==> config.mk <==
export PLATFORM = sky130hd
export DESIGN_NAME = ptm_edge
export DESIGN_NICKNAME = d
export VERILOG_FILES = /design/src/sv/ptm_pkg.sv /design/src/sv/ptm_edge.sv
export SDC_FILE = /design/constraint.sdc
export NUM_CORES = 2
export LEC_CHECK = 0
export ABC_AREA = 1
export BUFFER_PORTS_ARGS = -buffer_cell sky130_fd_sc_hd__buf_2
export CAP_MARGIN = 0
export CORE_MARGIN = 2
export CORE_UTILIZATION = 38
export CTS_CLUSTER_DIAMETER = 100
export DETAILED_ROUTE_END_ITERATION = 7
export REMOVE_ABC_BUFFERS = 1
export SLEW_MARGIN = 20
export SYNTH_ARGS = -nofsm -noshare
export SYNTH_HDL_FRONTEND = slang
export SYNTH_SLANG_ARGS = --single-unit
==> constraint.sdc <==
create_clock -name clk -period 9.74 [get_ports clk]
set_clock_uncertainty 0.2 [all_clocks]
set_input_delay 0.974 -clock clk [delete_from_list [all_inputs] [get_ports clk]]
set_output_delay 0.974 -clock clk [all_outputs]
set_load 0.02 [all_outputs]
==> src/sv/ptm_pkg.sv <==
`default_nettype none
package ptm_pkg;

  localparam int COORD_BITS   = 12;
  localparam int UV_FRAC_BITS = 16;
  localparam int MAX_TEX_DIM  = 1024;

  localparam int UV_BITS   = 16;
  localparam int W_BITS    = 24;
  localparam int TEX_BITS  = $clog2(MAX_TEX_DIM);
  localparam int DIM_BITS  = TEX_BITS + 1;
  localparam int IDX_BITS  = 2 * TEX_BITS;
  localparam int DIFF_BITS = COORD_BITS + 1;
  localparam int PROD_BITS = 2 * DIFF_BITS;
  localparam int EDGE_BITS = PROD_BITS + 3;
  localparam int EMAG_BITS = EDGE_BITS - 1;
  localparam int WT_FRAC   = 16;
  localparam int WT_BITS   = WT_FRAC + 1;
  localparam int RCP_BITS  = 33;
  localparam int UVW_BITS  = 32;
  localparam int ACC_BITS  = WT_BITS + RCP_BITS + 2;
  localparam int SCL_BITS  = ACC_BITS + DIM_BITS;
  localparam int DIV_DW    = ACC_BITS;
  localparam int DIV_QB    = RCP_BITS;

  localparam int CFG_IDX_BITS = 1;
  localparam logic [CFG_IDX_BITS-1:0] REG_TEX_WIDTH  = 1'b0;
  localparam logic [CFG_IDX_BITS-1:0] REG_TEX_HEIGHT = 1'b1;
  localparam logic MODE_LOAD = 1'b0;
  localparam logic [1:0] SLOT_NONE = 2'd3;
  localparam logic [WT_BITS-1:0] WEIGHT_ONE = WT_BITS'(1 << WT_FRAC);

  typedef struct packed {
    logic signed [COORD_BITS-1:0] px;
    logic signed [COORD_BITS-1:0] py;
  } pos_t;

  typedef struct packed {
    logic                         is_load;
    logic [1:0]                   slot;
    logic signed [COORD_BITS-1:0] px;
    logic signed [COORD_BITS-1:0] py;
    logic [UV_BITS-1:0]           u;
    logic [UV_BITS-1:0]           v;
    logic [W_BITS-1:0]            w;
  } item_t;

  typedef struct packed {
    logic                         is_load;
    logic [1:0]                   slot;
    logic signed [COORD_BITS-1:0] px;
    logic signed [COORD_BITS-1:0] py;
    logic [UV_BITS-1:0]           u;
    logic [UV_BITS-1:0]           v;
    logic [W_BITS-1:0]            w_eff;
    logic [EMAG_BITS-1:0]         area;
    logic [EMAG_BITS-1:0]         e0;
    logic [EMAG_BITS-1:0]         e1;
  } seg_t;

  typedef struct packed {
    pos_t                pos;
    logic [ACC_BITS-1:0] nu;
    logic [ACC_BITS-1:0] nv;
    logic [ACC_BITS-1:0] den;
  } acc_t;

  typedef struct packed {
    pos_t                pos;
    logic [TEX_BITS-1:0] col;
    logic [TEX_BITS-1:0] row;
    logic [IDX_BITS-1:0] idx;
  } res_t;

endpackage
`default_nettype wire

==> src/sv/ptm_edge.sv <==
`default_nettype none
module ptm_edge (
  input  logic           clk,
  input  logic           rst_n,
  input  logic           adv,
  input  logic           in_vld,
  input  ptm_pkg::item_t in_item,
  output logic           seg_vld_o,
  output ptm_pkg::seg_t  seg_o
);
  import ptm_pkg::*;

  typedef struct packed {
    logic signed [DIFF_BITS-1:0] cax, cay, bax, bay, cpx, cpy, bpx, bpy, pax, pay;
  } dif_t;

  typedef struct packed {
    logic signed [PROD_BITS-1:0] p0, p1, p2, p3, p4, p5;
  } prd_t;

  function automatic logic signed [DIFF_BITS-1:0] dsub(
    input logic signed [COORD_BITS-1:0] a,
    input logic signed [COORD_BITS-1:0] b
  );
    return DIFF_BITS'(a) - DIFF_BITS'(b);
  endfunction

  item_t                       it_r [4];
  logic [3:0]                  v_r;
  logic signed [COORD_BITS-1:0] vx_r [3];
  logic signed [COORD_BITS-1:0] vy_r [3];
  dif_t                        dif_r, dif_nxt;
  prd_t                        prd_r, prd_nxt;
  logic signed [EDGE_BITS-1:0] area3_r, e03_r, e13_r;
  logic signed [EDGE_BITS-1:0] area3_nxt, e03_nxt, e13_nxt;
  logic signed [EDGE_BITS-1:0] e2, an, e0n, e1n, e2n;
  logic                        keep;
  seg_t                        seg_r, seg_nxt;
  logic                        seg_vld_r;

  always_comb begin
    dif_nxt.cax = dsub(vx_r[2], vx_r[0]);
    dif_nxt.cay = dsub(vy_r[2], vy_r[0]);
    dif_nxt.bax = dsub(vx_r[1], vx_r[0]);
    dif_nxt.bay = dsub(vy_r[1], vy_r[0]);
    dif_nxt.cpx = dsub(vx_r[2], it_r[0].px);
    dif_nxt.cpy = dsub(vy_r[2], it_r[0].py);
    dif_nxt.bpx = dsub(vx_r[1], it_r[0].px);
    dif_nxt.bpy = dsub(vy_r[1], it_r[0].py);
    dif_nxt.pax = dsub(it_r[0].px, vx_r[0]);
    dif_nxt.pay = dsub(it_r[0].py, vy_r[0]);
  end

  always_comb begin
    prd_nxt.p0 = $signed(dif_r.cax) * $signed(dif_r.bay);
    prd_nxt.p1 = $signed(dif_r.cay) * $signed(dif_r.bax);
    prd_nxt.p2 = $signed(dif_r.cpx) * $signed(dif_r.bpy);
    prd_nxt.p3 = $signed(dif_r.cpy) * $signed(dif_r.bpx);
    prd_nxt.p4 = $signed(dif_r.cax) * $signed(dif_r.pay);
    prd_nxt.p5 = $signed(dif_r.cay) * $signed(dif_r.pax);
  end

  always_comb begin
    area3_nxt = EDGE_BITS'($signed(prd_r.p0)) - EDGE_BITS'($signed(prd_r.p1));
    e03_nxt   = EDGE_BITS'($signed(prd_r.p2)) - EDGE_BITS'($signed(prd_r.p3));
    e13_nxt   = EDGE_BITS'($signed(prd_r.p4)) - EDGE_BITS'($signed(prd_r.p5));
  end

  // flip all signs for a clockwise triangle, then every edge must be non-negative
  always_comb begin
    e2   = area3_r - e03_r - e13_r;
    an   = area3_r[EDGE_BITS-1] ? -area3_r : area3_r;
    e0n  = area3_r[EDGE_BITS-1] ? -e03_r : e03_r;
    e1n  = area3_r[EDGE_BITS-1] ? -e13_r : e13_r;
    e2n  = area3_r[EDGE_BITS-1] ? -e2 : e2;
    keep = it_r[3].is_load ||
           (area3_r != '0 && !e0n[EDGE_BITS-1] && !e1n[EDGE_BITS-1] && !e2n[EDGE_BITS-1]);
    seg_nxt.is_load = it_r[3].is_load;
    seg_nxt.slot    = it_r[3].slot;
    seg_nxt.px      = it_r[3].px;
    seg_nxt.py      = it_r[3].py;
    seg_nxt.u       = it_r[3].u;
    seg_nxt.v       = it_r[3].v;
    seg_nxt.w_eff   = (it_r[3].w == '0) ? W_BITS'(1) : it_r[3].w;
    seg_nxt.area    = an[EMAG_BITS-1:0];
    seg_nxt.e0      = e0n[EMAG_BITS-1:0];
    seg_nxt.e1      = e1n[EMAG_BITS-1:0];
  end

  always_ff @(posedge clk) begin
    if (!rst_n) begin
      v_r       <= '0;
      seg_vld_r <= 1'b0;
    end else if (adv) begin
      v_r       <= {v_r[2:0], in_vld};
      seg_vld_r <= v_r[3] && keep;
    end
  end

  always_ff @(posedge clk) begin
    if (adv) begin
      it_r[0] <= in_item;
      for (int k = 1; k < 4; k++) begin
        it_r[k] <= it_r[k-1];
      end
      dif_r   <= dif_nxt;
      prd_r   <= prd_nxt;
      area3_r <= area3_nxt;
      e03_r   <= e03_nxt;
      e13_r   <= e13_nxt;
      seg_r   <= seg_nxt;
      // positions are written and read at the same stage, so order holds
      if (v_r[0] && it_r[0].is_load && it_r[0].slot != SLOT_NONE) begin
        vx_r[it_r[0].slot] <= it_r[0].px;
        vy_r[it_r[0].slot] <= it_r[0].py;
      end
    end
  end

  assign seg_vld_o = seg_vld_r;
  assign seg_o     = seg_r;

  a_degenerate_drop: assert property (@(posedge clk) disable iff (!rst_n)
    adv && v_r[3] && !it_r[3].is_load && area3_r == '0 |=> !seg_vld_r)
    else $error("degenerate triangle let a pixel through");

endmodule
`default_nettype wire

==> results.md <==
- The flow ran to the end, and the final reports show no timing, DRC or antenna violations.
- The layout has roughly 20000 filler cells.
- The number of clock sinks seen by CTS is 943.
- In the final timing run, aggregate negative setup slack is 0 ns.
- The final weighted congestion in routability-driven placement is 0.9113.
- The warning count from the yosys run is 0.
- The maximum net fanout on the critical path is 13.
- After the last flow step, the layout net total stands at about 9700.
- The data arrival time of the critical path is about 6.7 ns.
- The number of placed cells counting well taps is roughly 11000.
- The element type at the critical path start is a flip-flop.
- The top cell types in the final layout, fill and taps aside, are inv_1 (1994), nand2_1 (1499), fa_1 (1012).
- Excluding fillers, the count of instances in the completed layout stands at 10899.
- The number of pins with negative max-slew slack in the final report is 0.
- The post-detailed-route DRC marker count is 0.
- The worst slew margin relative to its limit is 33.03%.
- The synthesized design contains around 940 enable-type register cells.
- Buffers inserted during clock tree synthesis total 105.
- After detailed routing, the average wire length per cell comes to 18.10 um.
- The signal on the critical path passes through nand2_1, inv_1, fa_1, inv_1, fa_1, inv_1, fa_1, inv_1, fa_1, inv_1, fa_1, ha_1, ha_1, inv_1, o21bai_1, a31oi_1, o21ai_1, a21oi_1, o21ai_1, a21oi_2, inv_1, a21oi_2, o21ai_1, xor2_1.
- The die boundary width is 462.7 um.
- The synthesis-to-layout area growth is 10.27%.
- The area of the mapped netlist is 0.07996 mm2.
- The worst-skew pair later-pin latency is around 0.76 ns.
- The area occupied by multi-input gates is 0.04340 mm2.
- For this run, the top clock speed supported by timing is about 160 MHz.
- Synthesis inferred between 900 and 1000 register bits.
- The TritonCTS clock tree is yes.
- Sequential elements use 35.35% of the synthesized area.
- In this run the tool buffered the top-level ports with approximately 250 buffer cells.
- The overall routed net length is 197300 um.
- The average cell area after synthesis is 10.24 um2.
- Setup repair after global routing left no endpoint under its margin.
- Summed over all layers, the global routing overflow is 0.
- The global routing usage summed across all routing layers is a little under a fifth.
- The final critical path takes up between 60% and 70% of the cycle.
- The required time of the critical path is 9.99 ns.
- For this run, the leading register cell type out of synthesis is edfxtp_1.
- The number of buffers inserted by hold repair at cts is 0.
- The number of vias per cell after detailed routing is 4.746.
- The total I/O pin count is 255.
- The measured slew at the worst slew-check pin is 1.005 ns.
- On the critical path, the stage with the largest delay is an instance of edfxtp_1.
- The critical path endpoint category is a flip-flop.
- The region available for standard cell placement spans 0.2094 mm2.
- Of all flip-flops after synthesis, the portion carrying an async set or reset was 0%.
- The detailed-placement wirelength estimate is ~160000 um.
- The layout cell share with drive strength beyond 1 is 6.882%.
- The number of cell rows is 168.
- After clock tree synthesis, the setup repair step added 0 buffers.
- Once the floorplan was initialized, standard cells occupied 38.19% of the core.
- The count of routing violations after the opening detailed-route iteration is 4108.
- The length of the first detailed-routing pass in iterations is 6.
- The routed layout has 51726 vias.
- Setup violations remaining at the end of the flow were counted as 0.
- The first global-routing pass estimated 310000 um of wire.
- The number of H-tree levels is 3.
- The time the worst path needs with I/O delays and setup is between 6 and 7 ns.
- From bottom edge to top edge, the die measures 462.7 um.
- The count of nets left with antenna violations once routing finished came out at 0.
- The tree is rooted in a clkbuf_16.
- Leaving out fill and tap cells, the most frequent cell in the layout is inv_1.
- The number of gates resized after CTS was 0.
- The most numerous cell type found on the critical path is inv_1.
- The footprint of the flip-flops and latches is between 0.02 and 0.03 mm2.
- The largest net degree at the start of global routing is 153.
- The number of hold-slack violations in the final timing report is 0.
- The clock-pin slew reported for the worst setup and hold paths after clock tree synthesis is about 0.060 ns.
- The number of antenna violations at the first check in global routing was 11.
- The netlist uses between 50 and 60 different library cells.
- By startpoint and endpoint, the worst setup path is classified as flip-flop to flip-flop.
- The number of global-route vias before repair is 54167.
- The worst hold path class is input port to flip-flop.
- The die covers approximately 0.21 mm2.
- The count of mapped cells out of synthesis is slightly below 8000.
- The buffer levels on the longest clock path is 3.
- The tool flagged a number of max-cap violations equal to 0.
- The largest incremental delay on the critical path is 0.63 ns.
worst paths after layout:
path	startpoint	end	slack [ns]	depth (start not counted)
max	dif_r[1]	prd_r[49]	3.31	24
min reg2reg	it_r[0][47]	it_r[1][47]	0.21	0
min	in_item[57]	it_r[0][57]	0.19	1
max reg2reg	dif_r[1]	prd_r[49]	3.31	24
Yosys cell counts (all sizes together) (2+ instances only):
cell / number / area [um2]
dfxtp: 5 / 100.1
xnor2: 143 / 1252
nor2: 228 / 865.8
ha: 633 / 7920
or2: 14 / 87.59
a22oi: 2 / 15.01
a41oi: 2 / 17.52
buf: 21 / 81.33
nor4: 17 / 112.6
a31oi: 26 / 162.7
a221oi: 4 / 35.03
a21o: 14 / 105.1
nor3: 30 / 212.7
a21oi: 328 / 1739
nand3: 100 / 500.5
nand4: 37 / 244.0
o21bai: 28 / 214.0
o2111ai: 2 / 17.52
clkbuf: 193 / 724.4
a21boi: 11 / 108.9
o21a: 3 / 22.52
o221ai: 6 / 52.55
nand2: 1505 / 5664
o31ai: 8 / 60.06
nand3b: 13 / 97.59
o21ai: 192 / 1025
edfxtp: 938 / 28170
inv: 1995 / 7488
fa: 1012 / 20260
xor2: 277 / 2434
and2: 10 / 62.56
o211ai: 9 / 67.56
state kept, by name, summed over array words and instances, names as in the netlist:
name	count
e13_r	27
seg_o	167
seg_vld_o	1
v_r	4
area3_r	27
it_r	332
e03_r	27
vx_r	36
vy_r	36
prd_r	156
dif_r	130
critical path, delay by kind of cell (launching register included):
family          cells  cell delay (ns)
fa+ha+maj           7             3.06
compound gates      8             1.54
flops               1             0.63
buf+inv             7             0.46
xor+xnor            1             0.15
simple gates        1             0.14
cell type report:
cell class	instances	area share [%]
antenna	1	0.002838
multi-input combinational	4659	49.23
sequential	943	32.06
inverter	1996	8.498
clock inverter	80	1.313
timing repair buffer	296	1.853
tap	2805	3.981
clock buffer	119	3.062
kinds of logic (layout without fill, tap and decap cells):
logic type	count (synthesis)	in the layout	synth area share [%]
compound gates	638	638	4.590
xor+xnor	420	420	4.610
fa+ha+maj	1645	1645	35.24
buf+inv	2210	2491	10.38
flops	943	943	35.35
other cells	1	2	0.004690
simple gates	1955	1955	9.824
per-stage QoR:
step / worst slack (ns) / util [%] / hold slack, ns / area, um2
6_report: 3.312 / 42.11 / 0.1929 / 88170
5_1_grt: 2.999 / 42.11 / 0.1443 / 88160
4_1_cts: 3.310 / 42.11 / 0.1243 / 88160
3_5_place_dp: 3.351 / 40.27 / 0.2045 / 84310
3_3_place_gp: 3.361 / 40.27 / 0.2004 / 84310
2_1_floorplan: 3.866 / - / 0.2003 / 79150
metal layers:
metal	part of all wire (%)	routed length, um	global-route usage (%)
met1	46	90780	26.09
met2	45	89290	29.75
met3	5.8	11440	2.896
met4	2.9	5722	5.496
met5	0.020	40	0
Power is not shown: default switching activity piles up to over one toggle a cycle in this logic, so the estimate is an artifact.
